==> config.mk <==
export PLATFORM = sky130hd
export DESIGN_NAME = pps_ctrl
export DESIGN_NICKNAME = d
export VERILOG_FILES = /design/src/sv/pps_pkg.sv /design/src/sv/pps_ctrl.sv
export SDC_FILE = /design/constraint.sdc
export NUM_CORES = 1
export LEC_CHECK = 0
export BUFFER_PORTS_ARGS = -buffer_cell sky130_fd_sc_hd__buf_4
export CORE_MARGIN = 1.5
export CORE_UTILIZATION = 30
export CTS_CLUSTER_DIAMETER = 200
export DETAILED_ROUTE_END_ITERATION = 6
export PLACE_DENSITY_LB_ADDON = 0.1
export SYNTH_ARGS = -nofsm -noshare
export SYNTH_HDL_FRONTEND = slang
export SYNTH_SLANG_ARGS = --single-unit
==> constraint.sdc <==
create_clock -name i_clk -period 1.6 [get_ports i_clk]
set_clock_uncertainty 0.2 [all_clocks]
set_input_delay 0.4 -clock i_clk [delete_from_list [all_inputs] [get_ports i_clk]]
set_output_delay 0.4 -clock i_clk [all_outputs]
set_load 0.02 [all_outputs]
==> src/sv/pps_pkg.sv <==
// ----------------------------------------------------------------------------
// pps_pkg
// Shared types and constants for the polyline point store.
// ----------------------------------------------------------------------------
`default_nettype none
package pps_pkg;
    localparam int MaxPoints = 1024;
    localparam int MaxLines  = 256;
    localparam int PAW = $clog2(MaxPoints);
    localparam int LAW = $clog2(MaxLines);
    localparam int PCW = $clog2(MaxPoints + 1);
    localparam int LCW = $clog2(MaxLines + 1);
    localparam int DW  = 33;

    localparam logic [2:0] K_APPEND = 3'd0;
    localparam logic [2:0] K_START  = 3'd1;
    localparam logic [2:0] K_UPDATE = 3'd2;
    localparam logic [2:0] K_DELETE = 3'd3;
    localparam logic [2:0] K_SEARCH = 3'd4;

    localparam logic [1:0] ST_OK    = 2'd0;
    localparam logic [1:0] ST_FULL  = 2'd1;
    localparam logic [1:0] ST_INDEX = 2'd2;
    localparam logic [1:0] ST_EMPTY = 2'd3;

    typedef struct packed {
        logic [2:0]        kind;
        logic signed [15:0] coord_x;
        logic signed [15:0] coord_y;
        logic [9:0]        point_index;
    } t_in;

    typedef struct packed {
        logic [1:0]  status;
        logic [9:0]  nearest_index;
        logic [32:0] nearest_distance;
        logic [10:0] vertex_total;
        logic [8:0]  polyline_total;
    } t_out;

    // controller -> datapath
    typedef struct packed {
        logic load;      // capture item
        logic write_new; // write point at count
        logic write_idx; // write point at index
        logic inc_last;  // bump last line length
        logic new_line;  // new line of length one
        logic pt_step;   // shift one point down
        logic pt_drop;   // point count down by one
        logic srch_init;
        logic srch_step;
        logic ln_step;   // find owning line
        logic ln_shift;  // shift one line length down
        logic finish;    // form result
    } t_cmd;

    // datapath -> controller
    typedef struct packed {
        logic [2:0] kind;
        logic no_lines;
        logic pts_full;
        logic lines_full;
        logic pts_empty;
        logic idx_bad;
        logic pt_done;
        logic srch_done;
        logic ln_found;
        logic ln_zero;
        logic ln_done;
    } t_sts;
endpackage
`default_nettype wire

==> src/sv/pps_ctrl.sv <==
// ----------------------------------------------------------------------------
// pps_ctrl
// Sequencer for the point store: one item at a time.
// ----------------------------------------------------------------------------
`default_nettype none
module pps_ctrl import pps_pkg::*; (
    input  wire logic i_clk,
    input  wire logic i_rst_n,
    input  wire logic i_in_valid,
    output logic      o_in_ready,
    output logic      o_res_valid,
    input  wire logic i_res_ready,
    input  wire t_sts i_sts,
    output t_cmd      o_cmd
);
    localparam logic [2:0] S_IDLE  = 3'd0;
    localparam logic [2:0] S_DEC   = 3'd1;
    localparam logic [2:0] S_SHIFT = 3'd2;
    localparam logic [2:0] S_LINE  = 3'd3;
    localparam logic [2:0] S_LSH   = 3'd4;
    localparam logic [2:0] S_SRCH  = 3'd5;
    localparam logic [2:0] S_OUT   = 3'd6;

    logic [2:0] r_state, n_state;
    logic       r_res_valid, n_res_valid;

    always_ff @(posedge i_clk) begin
        if (!i_rst_n) begin
            r_state     <= S_IDLE;
            r_res_valid <= 1'b0;
        end else begin
            r_state     <= n_state;
            r_res_valid <= n_res_valid;
        end
    end

    assign o_in_ready  = (r_state == S_IDLE) && (!r_res_valid || i_res_ready);
    assign o_res_valid = r_res_valid;

    always_comb begin
        n_state     = r_state;
        n_res_valid = r_res_valid && !i_res_ready;
        o_cmd       = '0;
        case (r_state)
            S_IDLE: begin
                if (i_in_valid && o_in_ready) begin
                    o_cmd.load = 1'b1;
                    n_state    = S_DEC;
                end
            end
            S_DEC: begin
                n_state = S_OUT;
                case (i_sts.kind)
                    K_APPEND, K_START: begin
                        if (!i_sts.pts_full && !((i_sts.kind == K_START || i_sts.no_lines)
                                && i_sts.lines_full)) begin
                            o_cmd.write_new = 1'b1;
                            if (i_sts.kind == K_START || i_sts.no_lines)
                                o_cmd.new_line = 1'b1;
                            else
                                o_cmd.inc_last = 1'b1;
                        end
                    end
                    K_UPDATE: begin
                        if (!i_sts.pts_empty && !i_sts.idx_bad) o_cmd.write_idx = 1'b1;
                    end
                    K_DELETE: begin
                        if (!i_sts.pts_empty && !i_sts.idx_bad) n_state = S_SHIFT;
                    end
                    K_SEARCH: begin
                        if (!i_sts.pts_empty) begin
                            o_cmd.srch_init = 1'b1;
                            n_state         = S_SRCH;
                        end
                    end
                    default: n_state = S_OUT;
                endcase
            end
            S_SHIFT: begin
                if (i_sts.pt_done) begin
                    o_cmd.pt_drop = 1'b1;
                    n_state       = S_LINE;
                end else o_cmd.pt_step = 1'b1;
            end
            S_LINE: begin
                o_cmd.ln_step = 1'b1;
                if (i_sts.ln_found) n_state = i_sts.ln_zero ? S_LSH : S_OUT;
            end
            S_LSH: begin
                o_cmd.ln_shift = 1'b1;
                if (i_sts.ln_done) n_state = S_OUT;
            end
            S_SRCH: begin
                o_cmd.srch_step = 1'b1;
                if (i_sts.srch_done) n_state = S_OUT;
            end
            S_OUT: begin
                o_cmd.finish = 1'b1;
                n_res_valid  = 1'b1;
                n_state      = S_IDLE;
            end
            default: n_state = S_IDLE;
        endcase
    end
endmodule
`default_nettype wire

==> results of run 1 <==
==> final timing paths <==
kind	start	to	slack, ps	cells after the start
max	r_state[2]	o_cmd[7]	-500	5
min reg2reg	o_res_valid	o_res_valid	440	2
min	i_rst_n	o_res_valid	200	2
max reg2reg	r_state[0]	r_state[0]	-200	7
==> cells in the final DEF, fill, tap and decap left out, drive strengths merged, types with 3 or more instances in the layout <==
cell type,count
buf,53
a21oi,5
nor3,4
inv,3
nor2,5
nand2b,3
and3,3
clkbuf,3
dfxtp,4
==> synth_stat cells, drive strengths merged, types with 2 or more instances <==
cell and number:
a21oi 5, and3 3, and2 2, dfxtp 4
nor2b 2, nor3 4, nor2 5, nand2 2
inv 3, nand2b 3, or4b 2
==> through the flow <==
stage / hold WS [ps] / total power, mW / setup WS [ps] / TNS, ps
global route: 214 / 1.55 / -540 / -4360
finish: 205 / 1.47 / -500 / -3820
detailed placement: 401 / 0.866 / -438 / -2690
floorplan: 318 / 0.558 / -360 / -2250
CTS: 202 / 1.40 / -508 / -4420
global placement: 403 / 0.857 / -422 / -2600
==> routing by layer <==
layer / up-vias / global-route usage / wire length [um]
met5: - / 0 / 0
met4: 0 / 0.155 / 46
met3: 4 / 0 / 48
met2: 22 / 0.419 / 961
met1: 285 / 0.241 / 655
li1: 306 / - / -
==> sequential cells by signal, indices dropped and copies added (netlist names) <==
signal	count
r_state	3
o_res_valid	1
==> final cells by class <==
type                       instances  area share
multi-input combinational         43       0.424
sequential                         4      0.0800
clock buffer                       3      0.0209
tap                               15      0.0174
timing repair buffer              53       0.445
inverter                           3      0.0127
==> power by group <==
| group | switching, mW | leakage [nW] | internal (mW) |
|---|---|---|---|
| sequential | 0.0320 | 0.0342 | 0.140 |
| clock | 0.0436 | 0.0138 | 0.0841 |
| combinational | 0.528 | 0.442 | 0.644 |
==> critical path: cells and delay by family (launching register included) <==
kind | cells | cell delay [ps]
and+or+nand+nor | 3 | 740
buffers and inverters | 2 | 200
DFF | 1 | 330
==> kinds of logic (layout without fill, tap and decap cells) <==
family / Yosys count / after routing / synth area share
AND/OR/NAND/NOR: 28 / 28 / 0.442
flip-flops: 4 / 4 / 0.195
buffers and inverters: 5 / 59 / 0.0488
AO/OA/AOI/OAI: 14 / 14 / 0.287
multiplexers: 1 / 1 / 0.0274
==> timing repair <==
item | in CTS | in global routing
buffers inserted | 9 | 3
pin swaps | 12 | 8
endpoints found under the setup margin | 16 | 16
gates resized for setup | 47 | 8
cloned | 0 | 0
==> metrics.yaml, run 1 <==
outcome:
  outcome: "complete, but fails checks"
  violations: "setup timing"
timing:
  layout_setup_ws_ps: -500
  rsz0062_at_grt: "yes"
  finalCriticalPeriod_ps: 2100
  timing.final.max_slew_violations: 0
  max-slew-margin-rel: 0.832
  finalCritPeriodShare: 1.31
  hold_violations: 0
  setup_viol_count_final: 16
  timing.fmax_mhz: 476
  timing_worst_slew_pin_value_ps: 252
synth:
  async_flop_share: 0
  synth-warning-count: 0
  syn_area_sq_um: 410
  synth_top_flop_cell: "sky130_fd_sc_hd__dfxtp_1"
  postSynthNetCount: 69
  ys_seq_area_frac: 0.195
  synthDistinctLibCells: 31
  synthDominantAreaCellType: "sky130_fd_sc_hd__dfxtp_1"
  post_synth_edffs: 0
  synth.top_cell.area_share: 0.195
  synthesis.instances: 52
  synthTopCellsByArea: "sky130_fd_sc_hd__dfxtp_1, sky130_fd_sc_hd__a21oi_1, sky130_fd_sc_hd__nor3_1"
  ys_ff_latch: 4
  postSynthAreaPerCell_sq_um: 7.89
placement:
  post-place-cells: 110
  numPortBuffers: 30
  globalplace.congestion: 0.709
  post_dp_cell_area_sq_um: 790
  detailed_place_hpwl_mm: 1.05
power_and_ir_drop:
  p_leak_nw: 0.490
  power_per_cell_area_nw_per_um2: 1360
  vdd_ir_drop_max_mv: 0.652
setup_path:
  critical_path_peak_fanout: 3
  cp_cell_sequence: "inv_4 > nand3_4 > or4_4 > nor3b_4 > buf_6"
  crit_path_start_kind: "register"
  crit_arrival_ps: 1500
  crit_type: "register to primary output"
  slowest_stage: "sky130_fd_sc_hd__or4_4"
  cp_data_required_time_ps: 1000
  max_stage_delay_ps: 470
  critical_path.endpoint_type: "primary output"
global_route:
  globalRouteOverflowTotal: 0
  grt_antenna_before_repair: 0
  gr-usage-all-layers: 0.224
  grt_start_max_net_pins: 10
  grt_pass1_wl_mm: 2.33
  first_global_vias: 536
route:
  route.detailed.wl_per_inst_um: 14.1
  viasPerCell: 5.10
  count_of_nets_left_with_antenna_violations_after_detail_routing: 0
  drc_errors: 0
  postRouteWirelength_mm: 1.71
  vias: 617
  detailed_routing_iterations_pass_1: 4
  drt_iter0_markers: 5
floorplanning:
  start_util: 0.319
  floorplan.die.width_um: 40.0
  floorplan.io_pins: 31
  row_count: 13
  chipHeight_um: 40.0
  die_area_sq_um: 1600
  core-area_sq_um: 1280
clocking:
  cts_tree: "yes"
  cts.reportedPaths.clkPinSlew_ps: 40
  numCtsBuffers: 3
  clk-insertion-delay-late_ps: 240
  cts_buffer_depth: 2
  cts_root_buf: "sky130_fd_sc_hd__clkbuf_4"
  htree_num_levels: 1
  clock_sink_total: 4
  cts_hold_repair.buffers: 0
final_layout:
  layout.cells.non_filler: 121
  multi_input_comb_area_sq_um: 458
  layout-area-overhead-vs-synth_pct: 163
  fillers: 85
  drive_gt1_frac: 0.830
  num_antenna_cells: 0
  final-seq-area_sq_um: 86.3
  post-route-util: 0.840
  final_nets: 125
  postLayoutCellArea_sq_um: 1080
flow_run:
  cap_violations: 0
hold_path:
  hp-class: "input pin to register"
Power figures use the tool's default switching activity.
==> inputs of run 2 (changes only) <==
Settings changed: ABC_AREA from default to 1.
==> run 2 against run 1 <==
Compared with the run above: largest power group unchanged; the run still ends with setup timing left; cell area up 3.1%; maximum frequency up 14%; synthesized area up 12%; first-iteration DRC count up 60%; core utilization down 2.5 points; cell count up 28%; wire length up 6.4%; flip-flop and latch count unchanged; synthesized cell count up 60%; critical path depth unchanged.
==> metrics.yaml, run 2 <==
outcome:
  outcome: "complete, but fails checks"
  violations: "setup timing"
clocking:
  cts.reportedPaths.clkPinSlew_ps: 40  # about the same
  clock_sink_total: 4  # unchanged
  clk-insertion-delay-late_ps: 230  # about the same
  htree_num_levels: 1  # unchanged
  cts_buffer_depth: 2  # unchanged
  numCtsBuffers: 3  # unchanged
  cts_root_buf: "sky130_fd_sc_hd__clkbuf_4"
  cts_hold_repair.buffers: 0  # unchanged
  cts_tree: "yes"
global_route:
  grt_pass1_wl_mm: 2.66  # +15%
  grt_start_max_net_pins: 10  # unchanged
  grt_antenna_before_repair: 0  # unchanged
  globalRouteOverflowTotal: 0  # unchanged
  gr-usage-all-layers: 0.190  # -0.0340
  first_global_vias: 692  # +29%
setup_path:
  reg2reg_setup_slack_ps: -30  # +170 ps
  crit_path_start_kind: "register"
  critical_path_peak_fanout: 4  # +1
  crit_type: "register to primary output"
  max_stage_delay_ps: 390  # -80 ps
  slowest_stage: "sky130_fd_sc_hd__dfxtp_4"
  critical_path.endpoint_type: "primary output"
  crit_arrival_ps: 1240  # -260 ps
  path_delay_family: "flip-flops"
  cp.buffers_inverters: 2  # unchanged
  cp_data_required_time_ps: 1000  # about the same
  cp_cell_sequence: "nand3_4 > nor4_4 > inv_2 > a21oi_2 > buf_4"
route:
  dr.max_layer_used: "met4"
  wirelength_met1_um: 610  # -6.9%
  vias: 748  # +21%
  drc_errors: 0  # unchanged
  count_of_nets_left_with_antenna_violations_after_detail_routing: 0  # unchanged
  met2RoutedLength_mm: 1.06  # +10%
  detailed_routing_iterations_pass_1: 4  # unchanged
  postRouteWirelength_mm: 1.82  # +6.4%
  route.detailed.wl_per_inst_um: 11.7  # -17%
  detailroute.wirelength.met3_um: 115  # +140%
  drt_iter0_markers: 8  # +3
  viasPerCell: 4.83  # -5.4%
final_layout:
  num_antenna_cells: 0  # unchanged
  most-common-layout-cells: "sky130_fd_sc_hd__buf_4, sky130_fd_sc_hd__inv_1, sky130_fd_sc_hd__nor2_1"
  multi_input_comb_area_sq_um: 425  # -7.1%
  drive_gt1_frac: 0.657  # -0.173
  layout.cells.non_filler: 155  # +28%
  postLayoutCellArea_sq_um: 1110  # +3.1%
  most_common_cell_after_layout_fill_and_taps_aside: "sky130_fd_sc_hd__buf_4"
  regMostFlops: "r_state"
  largest_register_ffs: 3  # unchanged
  fillers: 88  # +3.5%
  final-seq-area_sq_um: 86.3  # unchanged
  layout-area-overhead-vs-synth_pct: 143
  final_nets: 159  # +27%
timing:
  timing_worst_slew_pin_value_ps: 353  # +101 ps
  finalCritPeriodShare: 1.15  # -0.166
  hold_violations: 0  # unchanged
  max-slew-margin-rel: 0.763  # -0.0688
  setup_viol_count_final: 14  # -2
  finalCriticalPeriod_ps: 1840  # -265 ps
  layout_setup_ws_ps: -236  # +265 ps
  timing.final.max_slew_violations: 0  # unchanged
  rsz0062_at_grt: "yes"
  timing.fmax_mhz: 545  # +14%
synth:
  synth_commonest_cells: "sky130_fd_sc_hd__nor2_1, sky130_fd_sc_hd__inv_1, sky130_fd_sc_hd__nand2_1"
  post-synth-top-count-cell: "sky130_fd_sc_hd__nor2_1"
  synth-warning-count: 0  # unchanged
  synth_top_flop_cell: "sky130_fd_sc_hd__dfxtp_1"
  synthTopCellsByArea: "sky130_fd_sc_hd__dfxtp_1, sky130_fd_sc_hd__nor2_1, sky130_fd_sc_hd__inv_1"
  postSynthAreaPerCell_sq_um: 5.52  # -30%
  ys_seq_area_frac: 0.175  # -0.0203
  synthDominantAreaCellType: "sky130_fd_sc_hd__dfxtp_1"
  ys_ff_latch: 4  # unchanged
  syn_area_sq_um: 458  # +12%
  synthDistinctLibCells: 18  # -42%
  synth.top_cell.area_share: 0.175  # -0.0203
  postSynthNetCount: 100  # +45%
  async_flop_share: 0  # unchanged
  post_synth_edffs: 0  # unchanged
  synthesis.instances: 83  # +60%
floorplanning:
  floorplan.io_pins: 31  # unchanged
  row_count: 13  # unchanged
  floorplan.die.width_um: 42.1  # +5.2%
  core-area_sq_um: 1370  # +6.3%
  start_util: 0.335  # +0.0158
  die_area_sq_um: 1770  # +11%
  chipHeight_um: 42.1  # +5.2%
placement:
  numPortBuffers: 30  # unchanged
  detailed_place_hpwl_mm: 1.18  # +12%
  pre_cts_ws_ps: -256  # +181 ps
  post-place-cells: 143  # +30%
  globalplace.congestion: 0.783  # +11%
  post_dp_cell_area_sq_um: 866  # +9.7%
power_and_ir_drop:
  power_mw: 1.65  # +12%
  power.share.sequential: 0.129  # +0.012
  clk_network_pwr_share: 0.075  # -0.012
  p_leak_nw: 0.578  # +18%
  vdd_ir_drop_max_mv: 0.743  # +14%
  power.switching_mw: 0.792  # +31%
  power_per_cell_area_nw_per_um2: 1480  # +8.5%
  internal_power_mw: 0.856  # -1.4%
  netSwitchingFraction: 0.481  # +0.0703
  combinationalPowerShare: 0.796  # about the same
flow_run:
  cap_violations: 0  # unchanged
hold_path:
  hp-class: "input pin to register"
## run 2: layer usage
layer | GRT usage | vias to the layer above
li1 | - | 371
met1 | 0.197 | 337
met2 | 0.375 | 34
met3 | 0.0259 | 6
met4 | 0.0750 | 0
met5 | 0 | -
## run 2: path summary, 6_finish.rpt
check,cells after the start,end,from
setup reg to reg,11,r_state[0],r_state[2]
hold / removal,3,r_state[0],i_rst_n
hold reg to reg,5,o_res_valid,o_res_valid
setup / recovery,5,o_cmd[10],r_state[0]
## run 2: worst min-delay path, stage by stage
cell,delay (ps)
sky130_fd_sc_hd__buf_4,80
sky130_fd_sc_hd__nand2_1,40
sky130_fd_sc_hd__nor2_1,70
## run 2: kinds of logic (layout without fill, tap and decap cells)
| family | Yosys count | in the layout | synth area share |
|---|---|---|---|
| AOI/OAI and AO/OA | 7 | 7 | 0.0765 |
| DFF | 4 | 4 | 0.175 |
| and+or+nand+nor | 50 | 50 | 0.544 |
| buffers and inverters | 22 | 79 | 0.205 |
## run 2: final cells by class
type,count,area share
Sequential cell,4,0.0775
Inverter,20,0.0697
Tap cell,15,0.0169
Clock buffer,3,0.0202
Timing Repair Buffer,56,0.434
Multi-Input combinational cell,57,0.382
## run 2: through the flow
stage                      util  hold WS [ps]  TNS, ps
after floorplan               -           313     -359
final                     0.815           196    -2050
after CTS                 0.745           198    -1950
after global routing      0.815           223    -2940
after global placement    0.634           437    -1050
after detailed placement  0.634           439    -1160
## run 2: repair_timing
item	CTS	global route
gates resized for setup	24	14
buffers inserted	5	3
pin swaps	7	4
endpoints found under the setup margin	13	14
gates cloned	0	1
## run 2: power groups by stage
stage                     sequential (mW)  combinational, mW  clock, mW
after floorplan                     0.180              0.630          0
final                               0.213               1.31      0.123
after global placement              0.183              0.974          0
after detailed placement            0.184              0.991          0
after CTS                           0.198               1.14      0.123
after global routing                0.217               1.42      0.135
